===== src/sv/efr_pkg.sv =====
// efr_pkg: shared types, codes and the byte-wide crc16 update for the escaped frame receiver
// no dependencies; imported by efr_skid and escaped_frame_receiver_crc16_unit
`default_nettype none

package efr_pkg;

	localparam int BUFFER_SIZE_DEF  = 256;
	localparam int HEADER_BYTES_DEF = 4;

	localparam int CFG_IDX_W  = 2;
	localparam int CFG_DATA_W = 16;

	// expected length holds the raw size field first, then header + size + tail
	localparam int EXP_W = 17;
	localparam int SUM_W = 18;

	localparam int TAIL_BYTES = 2;
	localparam int SIZE_LO_IDX = 2;
	localparam int SIZE_HI_IDX = 3;

	localparam logic [15:0] CRC_POLY       = 16'h1021;
	localparam logic [7:0]  START_BYTE_RST = 8'd126;
	localparam logic [7:0]  ESC_BYTE_RST   = 8'd92;
	localparam logic [7:0]  FLIP_MASK_RST  = 8'd64;
	localparam logic [15:0] CRC_SEED_RST   = 16'hFFFF;

	typedef enum logic [CFG_IDX_W-1:0] {
		REG_START_BYTE  = 2'd0,
		REG_ESCAPE_BYTE = 2'd1,
		REG_FLIP_MASK   = 2'd2,
		REG_CRC_SEED    = 2'd3
	} cfg_reg_t;

	typedef enum logic [3:0] {
		ST_BUSY     = 4'd0,
		ST_NOSTART  = 4'd1,
		ST_START    = 4'd2,
		ST_ESCAPE   = 4'd3,
		ST_STORED   = 4'd4,
		ST_GOOD     = 4'd5,
		ST_BADESC   = 4'd6,
		ST_BADLEN   = 4'd7,
		ST_CRCERR   = 4'd8,
		ST_RELEASED = 4'd9
	} status_t;

	typedef struct packed {
		status_t     status;
		logic [7:0]  data_byte;
		logic [7:0]  byte_index;
		logic [8:0]  frame_length;
	} result_t;

	// crc16-ccitt, msb first, one byte
	function automatic logic [15:0] crc16_byte(input logic [15:0] crc, input logic [7:0] b);
		logic [15:0] c;
		c = crc ^ {b, 8'h00};
		for (int i = 0; i < 8; i++) begin
			if (c[15]) begin
				c = {c[14:0], 1'b0} ^ CRC_POLY;
			end else begin
				c = {c[14:0], 1'b0};
			end
		end
		return c;
	endfunction

endpackage

`default_nettype wire


===== src/sv/escaped_frame_receiver_crc16_unit.sv =====
// escaped_frame_receiver_crc16_unit: byte-stuffed frame parser with crc16 tail check
// depends on efr_pkg and efr_skid
//
//   channel  handshake                 payload
//   input    in_valid / in_stall       cmd, rx_byte
//   output   out_valid / out_stall     status, data_byte, byte_index, frame_length
//   config   cfg_write                 cfg_index, cfg_data
//
// one item per cycle while in_stall is low; each accepted item gives one result, computed
// from the parser state registers and the byte-wide crc update, and registered in efr_skid.
// reset clears the parser and loads the register defaults; no clearing pass.
// a stalled output fills the skid stage; in_stall rises only when both entries are full.
`default_nettype none

module escaped_frame_receiver_crc16_unit
	import efr_pkg::*;
#(
	parameter int BUFFER_SIZE  = BUFFER_SIZE_DEF,
	parameter int HEADER_BYTES = HEADER_BYTES_DEF
) (
	input  wire logic                  clk,
	input  wire logic                  arst_n,
	input  wire logic                  cfg_write,
	input  wire logic [CFG_IDX_W-1:0]  cfg_index,
	input  wire logic [CFG_DATA_W-1:0] cfg_data,
	input  wire logic                  in_valid,
	output logic                       in_stall,
	input  wire logic                  cmd,
	input  wire logic [7:0]            rx_byte,
	output logic                       out_valid,
	input  wire logic                  out_stall,
	output logic [3:0]                 status,
	output logic [7:0]                 data_byte,
	output logic [7:0]                 byte_index,
	output logic [8:0]                 frame_length
);

	localparam int FILL_MAX = (BUFFER_SIZE > HEADER_BYTES) ? BUFFER_SIZE : HEADER_BYTES;
	localparam int FW       = $clog2(FILL_MAX + 1);

	logic [7:0]       start_byte_q;
	logic [7:0]       escape_byte_q;
	logic [7:0]       flip_mask_q;
	logic [15:0]      crc_seed_q;

	logic             in_frame_q, esc_q, busy_q;
	logic [FW-1:0]    fill_q;
	logic [EXP_W-1:0] exp_q;
	logic [15:0]      crc_q, rcrc_q;

	logic             in_frame_n, esc_n, busy_n;
	logic [FW-1:0]    fill_n;
	logic [EXP_W-1:0] exp_n;
	logic [15:0]      crc_n, rcrc_n;

	logic             acc;
	result_t          res;
	result_t          out_res;
	logic [7:0]       v;
	logic [FW-1:0]    idx, nxt;
	logic [SUM_W-1:0] idx_plus;
	logic [SUM_W-1:0] hdr_sum;
	logic             parser_clr;

	assign acc = in_valid && !in_stall;

	always_ff @(posedge clk or negedge arst_n) begin
		if (!arst_n) begin
			start_byte_q  <= START_BYTE_RST;
			escape_byte_q <= ESC_BYTE_RST;
			flip_mask_q   <= FLIP_MASK_RST;
			crc_seed_q    <= CRC_SEED_RST;
		end else if (cfg_write) begin
			unique case (cfg_reg_t'(cfg_index))
				REG_START_BYTE:  start_byte_q  <= cfg_data[7:0];
				REG_ESCAPE_BYTE: escape_byte_q <= cfg_data[7:0];
				REG_FLIP_MASK:   flip_mask_q   <= cfg_data[7:0];
				REG_CRC_SEED:    crc_seed_q    <= cfg_data;
				default: ;
			endcase
		end
	end

	always_comb begin
		in_frame_n = in_frame_q;
		esc_n      = esc_q;
		busy_n     = busy_q;
		fill_n     = fill_q;
		exp_n      = exp_q;
		crc_n      = crc_q;
		rcrc_n     = rcrc_q;
		parser_clr = 1'b0;
		res        = '{status: ST_STORED, data_byte: 8'd0, byte_index: 8'd0, frame_length: 9'd0};
		v          = esc_q ? (rx_byte ^ flip_mask_q) : rx_byte;
		idx        = fill_q;
		nxt        = fill_q + FW'(1);
		idx_plus   = SUM_W'(fill_q) + SUM_W'(TAIL_BYTES);
		hdr_sum    = '0;

		if (cmd) begin
			busy_n     = 1'b0;
			fill_n     = '0;
			esc_n      = 1'b0;
			crc_n      = crc_seed_q;
			res.status = ST_RELEASED;
		end else if (busy_q) begin
			res.status = ST_BUSY;
		end else if (esc_q && (rx_byte == start_byte_q || rx_byte == escape_byte_q)) begin
			parser_clr = 1'b1;
			res.status = ST_BADESC;
		end else if (rx_byte == start_byte_q) begin
			parser_clr = 1'b1;
			in_frame_n = 1'b1;
			res.status = ST_START;
		end else if (!in_frame_q) begin
			res.status = ST_NOSTART;
		end else if (rx_byte == escape_byte_q) begin
			esc_n      = 1'b1;
			res.status = ST_ESCAPE;
		end else begin
			esc_n          = 1'b0;
			fill_n         = nxt;
			res.data_byte  = v;
			res.byte_index = 8'(idx);
			if (idx < FW'(HEADER_BYTES)) begin
				crc_n = crc16_byte(crc_q, v);
				if (idx == FW'(SIZE_LO_IDX)) begin
					exp_n = EXP_W'(v);
				end else if (idx == FW'(SIZE_HI_IDX)) begin
					exp_n = exp_q | (EXP_W'(v) << 8);
				end
				if (nxt == FW'(HEADER_BYTES)) begin
					hdr_sum = SUM_W'(exp_n) + SUM_W'(HEADER_BYTES + TAIL_BYTES);
					if (hdr_sum > SUM_W'(BUFFER_SIZE)) begin
						parser_clr = 1'b1;
						res.status = ST_BADLEN;
					end else begin
						exp_n = hdr_sum[EXP_W-1:0];
					end
				end
			end else if (idx_plus < SUM_W'(exp_q)) begin
				crc_n = crc16_byte(crc_q, v);
			end else if (idx_plus == SUM_W'(exp_q)) begin
				rcrc_n = {8'h00, v};
			end else begin
				rcrc_n = rcrc_q | {v, 8'h00};
			end
			if (!parser_clr && nxt >= FW'(HEADER_BYTES)
					&& SUM_W'(nxt) >= SUM_W'(exp_n)) begin
				if (crc_n != rcrc_n) begin
					parser_clr = 1'b1;
					res.status = ST_CRCERR;
				end else begin
					busy_n           = 1'b1;
					res.status       = ST_GOOD;
					res.frame_length = 9'(nxt);
				end
			end
		end

		if (parser_clr) begin
			esc_n  = 1'b0;
			fill_n = '0;
			exp_n  = '0;
			crc_n  = crc_seed_q;
			rcrc_n = '0;
			if (res.status != ST_START) begin
				in_frame_n = 1'b0;
			end
		end
	end

	always_ff @(posedge clk or negedge arst_n) begin
		if (!arst_n) begin
			in_frame_q <= 1'b0;
			esc_q      <= 1'b0;
			busy_q     <= 1'b0;
			fill_q     <= '0;
			exp_q      <= '0;
			crc_q      <= CRC_SEED_RST;
			rcrc_q     <= '0;
		end else if (acc) begin
			in_frame_q <= in_frame_n;
			esc_q      <= esc_n;
			busy_q     <= busy_n;
			fill_q     <= fill_n;
			exp_q      <= exp_n;
			crc_q      <= crc_n;
			rcrc_q     <= rcrc_n;
		end
	end

	efr_skid u_skid (
		.clk       (clk),
		.arst_n    (arst_n),
		.in_valid  (acc),
		.in_data   (res),
		.in_stall  (in_stall),
		.out_valid (out_valid),
		.out_data  (out_res),
		.out_stall (out_stall)
	);

	assign status       = out_res.status;
	assign data_byte    = out_res.data_byte;
	assign byte_index   = out_res.byte_index;
	assign frame_length = out_res.frame_length;

	a_stall_needs_result: assert property (@(posedge clk) disable iff (!arst_n)
		in_stall |-> out_valid)
		else $error("input stalled with no result waiting");

	a_idle_parser_clear: assert property (@(posedge clk) disable iff (!arst_n)
		!in_frame_q |-> (fill_q == '0 && !esc_q))
		else $error("parser state left over outside a frame");

	a_busy_full_header: assert property (@(posedge clk) disable iff (!arst_n)
		busy_q |-> (fill_q >= FW'(HEADER_BYTES)))
		else $error("busy without a complete header");

	a_good_sets_busy: assert property (@(posedge clk) disable iff (!arst_n)
		(acc && res.status == ST_GOOD) |=> busy_q)
		else $error("good frame did not set busy");

endmodule

`default_nettype wire


===== src/sv/efr_skid.sv =====
// efr_skid: two-entry result buffer, output register plus skid stage
// depends on efr_pkg for result_t
`default_nettype none

module efr_skid
	import efr_pkg::*;
(
	input  wire logic    clk,
	input  wire logic    arst_n,
	input  wire logic    in_valid,
	input  wire result_t in_data,
	output logic         in_stall,
	output logic         out_valid,
	output result_t      out_data,
	input  wire logic    out_stall
);

	logic    main_valid_q;
	logic    skid_valid_q;
	result_t main_q;
	result_t skid_q;

	always_ff @(posedge clk or negedge arst_n) begin
		if (!arst_n) begin
			main_valid_q <= 1'b0;
			skid_valid_q <= 1'b0;
		end else if (skid_valid_q) begin
			if (!out_stall) begin
				skid_valid_q <= 1'b0;
			end
		end else if (in_valid) begin
			if (main_valid_q && out_stall) begin
				skid_valid_q <= 1'b1;
			end else begin
				main_valid_q <= 1'b1;
			end
		end else if (!out_stall) begin
			main_valid_q <= 1'b0;
		end
	end

	always_ff @(posedge clk) begin
		if (skid_valid_q) begin
			if (!out_stall) begin
				main_q <= skid_q;
			end
		end else if (in_valid) begin
			if (main_valid_q && out_stall) begin
				skid_q <= in_data;
			end else begin
				main_q <= in_data;
			end
		end
	end

	assign in_stall  = skid_valid_q;
	assign out_valid = main_valid_q;
	assign out_data  = main_q;

endmodule

`default_nettype wire


===== config.mk =====
export PLATFORM = sky130hd
export DESIGN_NAME = escaped_frame_receiver_crc16_unit
export DESIGN_NICKNAME = d
export VERILOG_FILES = /design/src/sv/efr_pkg.sv /design/src/sv/escaped_frame_receiver_crc16_unit.sv /design/src/sv/efr_skid.sv
export SDC_FILE = /design/constraint.sdc
export NUM_CORES = 1
export LEC_CHECK = 0
export BUFFER_PORTS_ARGS = -buffer_cell sky130_fd_sc_hd__buf_2
export CORE_MARGIN = 5
export CORE_UTILIZATION = 45
export CTS_CLUSTER_SIZE = 40
export DETAILED_ROUTE_END_ITERATION = 16
export GPL_ROUTABILITY_DRIVEN = 0
export SETUP_SLACK_MARGIN = 0.4
export SYNTH_ARGS = -nofsm -noshare
export SYNTH_HDL_FRONTEND = slang
export SYNTH_SLANG_ARGS = --single-unit

===== constraint.sdc =====
create_clock -name clk -period 8.6 [get_ports clk]
set_input_delay 1.72 -clock clk [delete_from_list [all_inputs] [get_ports clk]]
set_output_delay 1.72 -clock clk [all_outputs]
set_load 0.01 [all_outputs]

# Yosys cells after proc, flatten, opt, wreduce, memory -nomap -nowiden
# Index checks and enable logic that the tools add are counted.
# word_totals
ff_bits	161
latch_bits	0
ramBits	0
romBits	0
inputBits	32
output_inout_bits	31
n_memories	0
# op_classes
n_addsub	3
mul	0
div_mod_pow	0
magnitude_cmp	5
n_eq_ne	24
shifts	0
n_mux	252
n_bitwise	20
n_reduce_logical	22
# ops
op	n
16-bit two-way mux	136
17-bit two-way mux	25
13-bit two-way mux	15
25-bit two-way mux	6
29-bit two-way mux	4
9-bit two-way mux	9
1-bit two-way mux	45
3-bit inverter	15
4-bit two-way mux	8
17-bit by 3-bit adder with 18-bit output (second input constant)	1
9-bit by 2-bit equality test with 1-bit output (second input constant)	2
18-bit by 9-bit > comparator with 1-bit output (second input constant)	1
10-bit by 17-bit equality test with 1-bit output	1
9-bit by 17-bit greater-or-equal comparator with 1-bit output	1
10-bit by 17-bit < comparator with 1-bit output	1
17-bit by 16-bit OR with 17-bit output	1
8-bit equality test	2
16-bit != test	1
16-bit OR	1
16-bit bitwise XOR	1
9-bit by 2-bit adder with 10-bit output (second input constant)	1
2-bit != test (second input constant)	5
9-bit by 1-bit adder with 9-bit output (second input constant)	1
9-bit by 3-bit equality test with 1-bit output (second input constant)	1
other kinds (23)	42

# Logic depth before layout (Yosys ltp)
# logic_depth
word_depth	95
ltp_mapped	30
depth_no_buf	28

# Hierarchy
# From an unflattened synthesis, not the netlist that was laid out.
# hier_totals
cells_unflattened	1050
hier_area_um2	10691.5
# by_module_without_submodules
mod	instances	cells_each	area_each_um2
escaped_frame_receiver_crc16_unit	1	948	8374.3
efr_skid	1	102	2317.2

# Worst setup path after synthesis
# Ideal clock, no wire load.
# synth_path
path_kind	input -> register
from	input rx_byte[1]
to	register crc_q[13]
setup_ns	0.083
t_arrival_ns	7.420
path_slack_ns	1.096
path_stages	28
path_buffers	3
cell_sequence	clkbuf_1 a21bo_2 and2_1 clkbuf_1 nor2_1 a21oi_1 ha_1 a211o_1 a211oi_1 and4_1 o221a_2 o211ai_1 nor3_2 xnor2_1 mux2_2 o22ai_1 ha_1 a21o_1 a21o_1 a21o_1 a21o_1 a21oi_1 o21ai_0 and3b_1 a2111oi_4 nor2_2 buf_2 a221o_1
# synth_between
elab_chain_cells	84
word_cells_on_any_way	197
cone_classes	add/sub: 1; order compare: 2; eq/ne: 7; mux: 174; bitwise: 6; reduce/logical: 7
# synth_lines
item	line_no	text
start: declaration	escaped_frame_receiver_crc16_unit.sv:29	input wire logic [7:0] rx_byte,
8-bit bitwise XOR	escaped_frame_receiver_crc16_unit.sv:94	v = esc_q ? (rx_byte ^ flip_mask_q) : rx_byte;
8-bit two-way mux	escaped_frame_receiver_crc16_unit.sv:94	
16-bit bitwise XOR	efr_pkg.sv:57	c = crc ^ {b, 8'h00};
13-bit two-way mux	efr_pkg.sv:59	if (c[15]) begin
16-bit two-way mux	escaped_frame_receiver_crc16_unit.sv:141	end else if (idx_plus < SUM_W'(exp_q)) begin
16-bit two-way mux	escaped_frame_receiver_crc16_unit.sv:125	if (idx < FW'(HEADER_BYTES)) begin
16-bit two-way mux	escaped_frame_receiver_crc16_unit.sv:117	end else if (rx_byte == escape_byte_q) begin
16-bit two-way mux	escaped_frame_receiver_crc16_unit.sv:115	end else if (!in_frame_q) begin
[... 68 more ...]	n/a	
1-bit two-way mux	escaped_frame_receiver_crc16_unit.sv:117	
1-bit two-way mux	escaped_frame_receiver_crc16_unit.sv:115	
1-bit two-way mux	escaped_frame_receiver_crc16_unit.sv:111	end else if (rx_byte == start_byte_q) begin
1-bit two-way mux	escaped_frame_receiver_crc16_unit.sv:108	end else if (esc_q && (rx_byte == start_byte_q || rx_byte == escape_byte_q)) begin
1-bit two-way mux	escaped_frame_receiver_crc16_unit.sv:106	end else if (busy_q) begin
1-bit two-way mux	escaped_frame_receiver_crc16_unit.sv:100	if (cmd) begin
3-bit != test (no line), or another cell as far along	n/a	
6-bit AND reduction (no line)	n/a	
end signal: assignment	escaped_frame_receiver_crc16_unit.sv:188	crc_q <= crc_n;
end: declaration	escaped_frame_receiver_crc16_unit.sv:49	logic [15:0] crc_q, rcrc_q;
# Parallel ways exist; a longest one is shown, timed or not. The select of a mux whose other input is x is not followed.
# A chain may end at the register's enable or synchronous reset.

# Worst setup path in the final report
# layout_path
from	input rx_byte[2]
to	register crc_q[0]
# layout_between
elab_chain_cells	84
word_cells_on_any_way	191
cone_classes	add/sub: 1; order compare: 2; eq/ne: 7; mux: 168; bitwise: 6; reduce/logical: 7
# layout_lines
item	line_no
8-bit bitwise XOR	escaped_frame_receiver_crc16_unit.sv:94
8-bit two-way mux	escaped_frame_receiver_crc16_unit.sv:94
16-bit bitwise XOR	efr_pkg.sv:57
13-bit two-way mux	efr_pkg.sv:59
16-bit two-way mux	escaped_frame_receiver_crc16_unit.sv:141
16-bit two-way mux	escaped_frame_receiver_crc16_unit.sv:125
16-bit two-way mux	escaped_frame_receiver_crc16_unit.sv:117
16-bit two-way mux	escaped_frame_receiver_crc16_unit.sv:115
[... 68 more ...]	n/a
1-bit two-way mux	escaped_frame_receiver_crc16_unit.sv:117
1-bit two-way mux	escaped_frame_receiver_crc16_unit.sv:115
1-bit two-way mux	escaped_frame_receiver_crc16_unit.sv:111
1-bit two-way mux	escaped_frame_receiver_crc16_unit.sv:108
1-bit two-way mux	escaped_frame_receiver_crc16_unit.sv:106
1-bit two-way mux	escaped_frame_receiver_crc16_unit.sv:100
3-bit != test (no line), or another cell as far along	n/a
6-bit AND reduction (no line)	n/a
# Parallel ways exist; a longest one is shown, timed or not. The select of a mux whose other input is x is not followed.

==> results.json <==
{
  "fin_tns_setup_ps": 0,
  "num_io_pins": 63,
  "max_cap_violations": 0,
  "syn_nets": 1057,
  "fill_cells": 2041,
  "p_int_mw": 1.87,
  "vdd_drop_max_uv": 140,
  "vias_per_cell": 5.93,
  "reg2reg_setup_slack_ps": 1140,
  "pwr-share-comb_pct": 37.1,
  "worstSetupPathType": "primary input to flip-flop",
  "via_count": 7952,
  "grt_pass1_wl_mm": 45.1,
  "postCtsHoldBufs": 0,
  "final_max_slew_viol_count": 0,
  "setup_violations": 0,
  "globalRouteOverflowTotal": 0,
  "drtPass1Iterations": 6,
  "crit_required_ps": 8980,
  "port_buffers": 62,
  "routed_wl_mm": 28.0,
  "cts_root_buffer": "clkbuf_16",
  "dr.first_iter.drc_count": 661,
  "rsz0062_at_grt": "no",
  "async_flop_share_pct": 64.0,
  "dieHeight_um": 159,
  "yosysSeqAreaShare_pct": 43.5,
  "status": "finished clean",
  "drc": 0,
  "hold_depth": 2,
  "hold_start": "crc_seed_q[11]$_DFFE_PN1P_",
  "rr_endpoint": "crc_q[0]$_DFFE_PN1P_",
  "cts-resized-gates": 0,
  "finalCritPeriodShare_pct": 86.9,
  "p_leak_nw": 4.72,
  "worstSetupStartpointType": "primary input",
  "synth_edf_count": 58,
  "cts_tree": "done",
  "die_x_um": 159,
  "grt_pass1_vias": 7711,
  "dieArea_um2": 25400,
  "ys_seq_elements": 161,
  "pwr-share-seq_pct": 37.2,
  "final_nets": 1102,
  "antenna_found_initial": 0,
  "insertion_delay_ps": 440,
  "end_kind": "flip-flop",
  "crit_arrival_ps": 7860,
  "pwr-share-clk_pct": 25.7,
  "synth_cell_type_count": 78,
  "hpwl_mm": 21.0,
  "relSlewSlack_pct": 28.2,
  "track_usage_pct": 22.2,
  "grt_max_degree": 54,
  "hold_path_end": "crc_q[11]$_DFFE_PN1P_",
  "ant_nets": 0,
  "initial_core_util_pct": 45.9,
  "core_um2": 21900,
  "cts_buffer_depth": 2,
  "power.switching_mw": 1.12,
  "path_max_fanout": 11,
  "finClkSkew_ps": 7.69,
  "r2r_start": "fill_q[0]$_DFFE_PN0P_",
  "r2r.worst_path.cells": 26,
  "hold_class": "flip-flop to flip-flop",
  "hold_viol_final": 0,
  "synth_area_per_cell_um2": 10.0,
  "antenna_cells": 0,
  "clk_pin_slew_ps": 70,
  "fmax_ghz": 0.134,
  "post-cts-setup-buffers": 0,
  "worst_slew_pin_slew_ps": 1080,
  "rows": 54,
  "detail_route.wl_per_cell_um": 20.9,
  "ys_warn_count": 0,
  "p_per_area_nw_per_um2": 266,
  "numCtsBuffers": 17,
  "swShare_pct": 37.4,
  "synth_area_um2": 10000,
  "finalCriticalPeriod_ps": 7480,
  "synth_cells": 1002,
  "htree_levels": 4,
  "timing.hold.ws_ps": 489,
  "synth_ff_type": "dfrtp_1",
  "drive_above_1_share_pct": 22.0,
  "clkSinkCount": 161,
  "area_growth_syn_to_layout_pct": 11.7
}
## stage by stage
stage / instance area (um^2) / setup slack, ps / instances / total power [mW] / utilization, %
floorplan: 10000 / 1100 / 1002 / 1.90 / -
global placement: 10600 / 515 / 1308 / 2.20 / 48.6
detailed placement: 10600 / 321 / 1308 / 2.21 / 48.6
CTS: 11200 / 742 / 1340 / 2.98 / 51.2
global route: 11200 / 438 / 1340 / 3.15 / 51.3
finish: 11200 / 1120 / 1340 / 2.98 / 51.3
## area by class of cell
type	count	area, um^2	area share [%]
Tap cell	280	350	3.12
Inverter	28	105	0.937
Clock inverter	13	139	1.24
Multi-Input combinational cell	753	5330	47.5
Sequential cell	161	4370	39.0
Clock buffer	19	433	3.86
Timing Repair Buffer	86	493	4.39
## power by group through the flow
stage | Clock, mW | Sequential [mW] | Combinational, mW
after floorplan | 0 | 1.06 | 0.838
after global placement | 0 | 1.12 | 1.08
after detailed placement | 0 | 1.12 | 1.09
after CTS | 0.777 | 1.10 | 1.10
after global routing | 0.815 | 1.12 | 1.22
final | 0.767 | 1.11 | 1.11
## cells in the mapped netlist, types with 4 or more instances
| master | n | area share (%) |
|---|---|---|
| a211oi_1 | 15 | 1.1 |
| a21bo_2 | 6 | 0.60 |
| a21boi_0 | 5 | 0.37 |
| a21o_1 | 9 | 0.67 |
| a21oi_1 | 37 | 1.8 |
| a221o_1 | 11 | 1.1 |
| a2bb2oi_1 | 5 | 0.44 |
| a31oi_1 | 9 | 0.56 |
| and2_1 | 18 | 1.1 |
| and3_1 | 11 | 0.69 |
| buf_2 | 8 | 0.40 |
| clkbuf_1 | 46 | 1.7 |
| dfrtp_1 | 60 | 15 |
| dfstp_2 | 43 | 11 |
| edfxtp_1 | 58 | 17 |
| ha_1 | 23 | 2.9 |
| inv_1 | 28 | 1.0 |
| mux2_2 | 52 | 5.8 |
| mux2i_1 | 12 | 1.2 |
| nand2_1 | 91 | 3.4 |
| nand2b_1 | 9 | 0.56 |
| nand3_1 | 22 | 1.1 |
| nand3b_1 | 10 | 0.75 |
| nand4_1 | 12 | 0.75 |
| nor2_1 | 91 | 3.4 |
| nor3_1 | 20 | 1.0 |
| nor4_1 | 13 | 0.81 |
| o211a_1 | 4 | 0.40 |
| o211ai_1 | 11 | 0.82 |
| o21a_1 | 7 | 0.52 |
| o21ai_0 | 41 | 2.0 |
| o22ai_1 | 11 | 0.69 |
| o2bb2ai_1 | 4 | 0.35 |
| o31ai_1 | 26 | 1.9 |
| or3_1 | 6 | 0.37 |
| xnor2_1 | 52 | 4.5 |
| xnor3_1 | 6 | 1.3 |
| xor2_1 | 34 | 3.0 |
| xor3_1 | 4 | 0.95 |
## per-layer routing
layer,up-vias,share of wire [%],track usage [%]
li1,3783,-,-
met1,3832,45,30.8
met2,288,46,34.8
met3,49,6.3,5.18
met4,0,2.6,6.71
met5,-,0,0
## worst max-delay path by stage
stage                     startpoint  cells after the start  slack (ps)                    end
6_report                  rx_byte[2]                     27        1120   crc_q[0]$_DFFE_PN1P_
5_1_grt        fill_q[0]$_DFFE_PN0P_                     26         440  fill_q[5]$_DFFE_PN0P_
4_1_cts                   rx_byte[2]                     27         740   crc_q[0]$_DFFE_PN1P_
3_5_place_dp              rx_byte[2]                     27         320   crc_q[0]$_DFFE_PN1P_
3_3_place_gp              rx_byte[2]                     27         520   crc_q[5]$_DFFE_PN1P_
2_1_floorplan             rx_byte[1]                     28        1100  crc_q[13]$_DFFE_PN1P_
## cells in the final DEF, fill, tap and decap left out, drive strengths merged, types with 21 or more instances in the layout
cell     n
nor2    92
nand2   91
buf     86
dfrtp   60
edfxtp  58
xnor2   52
mux2    52
o21ai   44
dfstp   43
a21oi   37
inv     37
xor2    34
o31ai   26
nand3   24
ha      23
nor3    21
## flip-flops by register name (all words and copies together), names as in the netlist
signal            count
u_skid.in_stall       1
escape_byte_q         8
fill_q                9
crc_seed_q           16
u_skid.out_data      29
esc_q                 1
u_skid.out_valid      1
exp_q                17
crc_q                16
in_frame_q            1
busy_q                1
flip_mask_q           8
u_skid.skid_q        29
rcrc_q               16
start_byte_q          8
## cell families after synthesis
kind of cell    count (synthesis)  synth area share, %
mux                            64                 7.03
buf+inv                        88                 3.50
xor+xnor                       96                 9.79
compound gates                242                 17.3
flops                         161                 43.5
fa+ha+maj                      23                 2.87
simple gates                  328                 16.0
## critical path, stage by stage
cell,delay [ps]
buf_2,160
nand3b_1,210
and2_1,300
nor2_1,110
a21oi_1,50
ha_1,230
a211o_1,320
a211oi_2,370
and4_1,250
o221a_2,210
o211ai_1,180
nor3_2,320
xnor2_1,100
mux2_2,280
o22ai_1,140
ha_1,260
a21o_1,160
a21o_1,180
a21o_1,180
a21o_1,170
a21oi_1,120
o21ai_0,210
and3b_1,280
a2111oi_4,450
nor2_2,80
nor2_2,550
a221o_1,260
No activity file was read; power rests on OpenSTA's default activity.
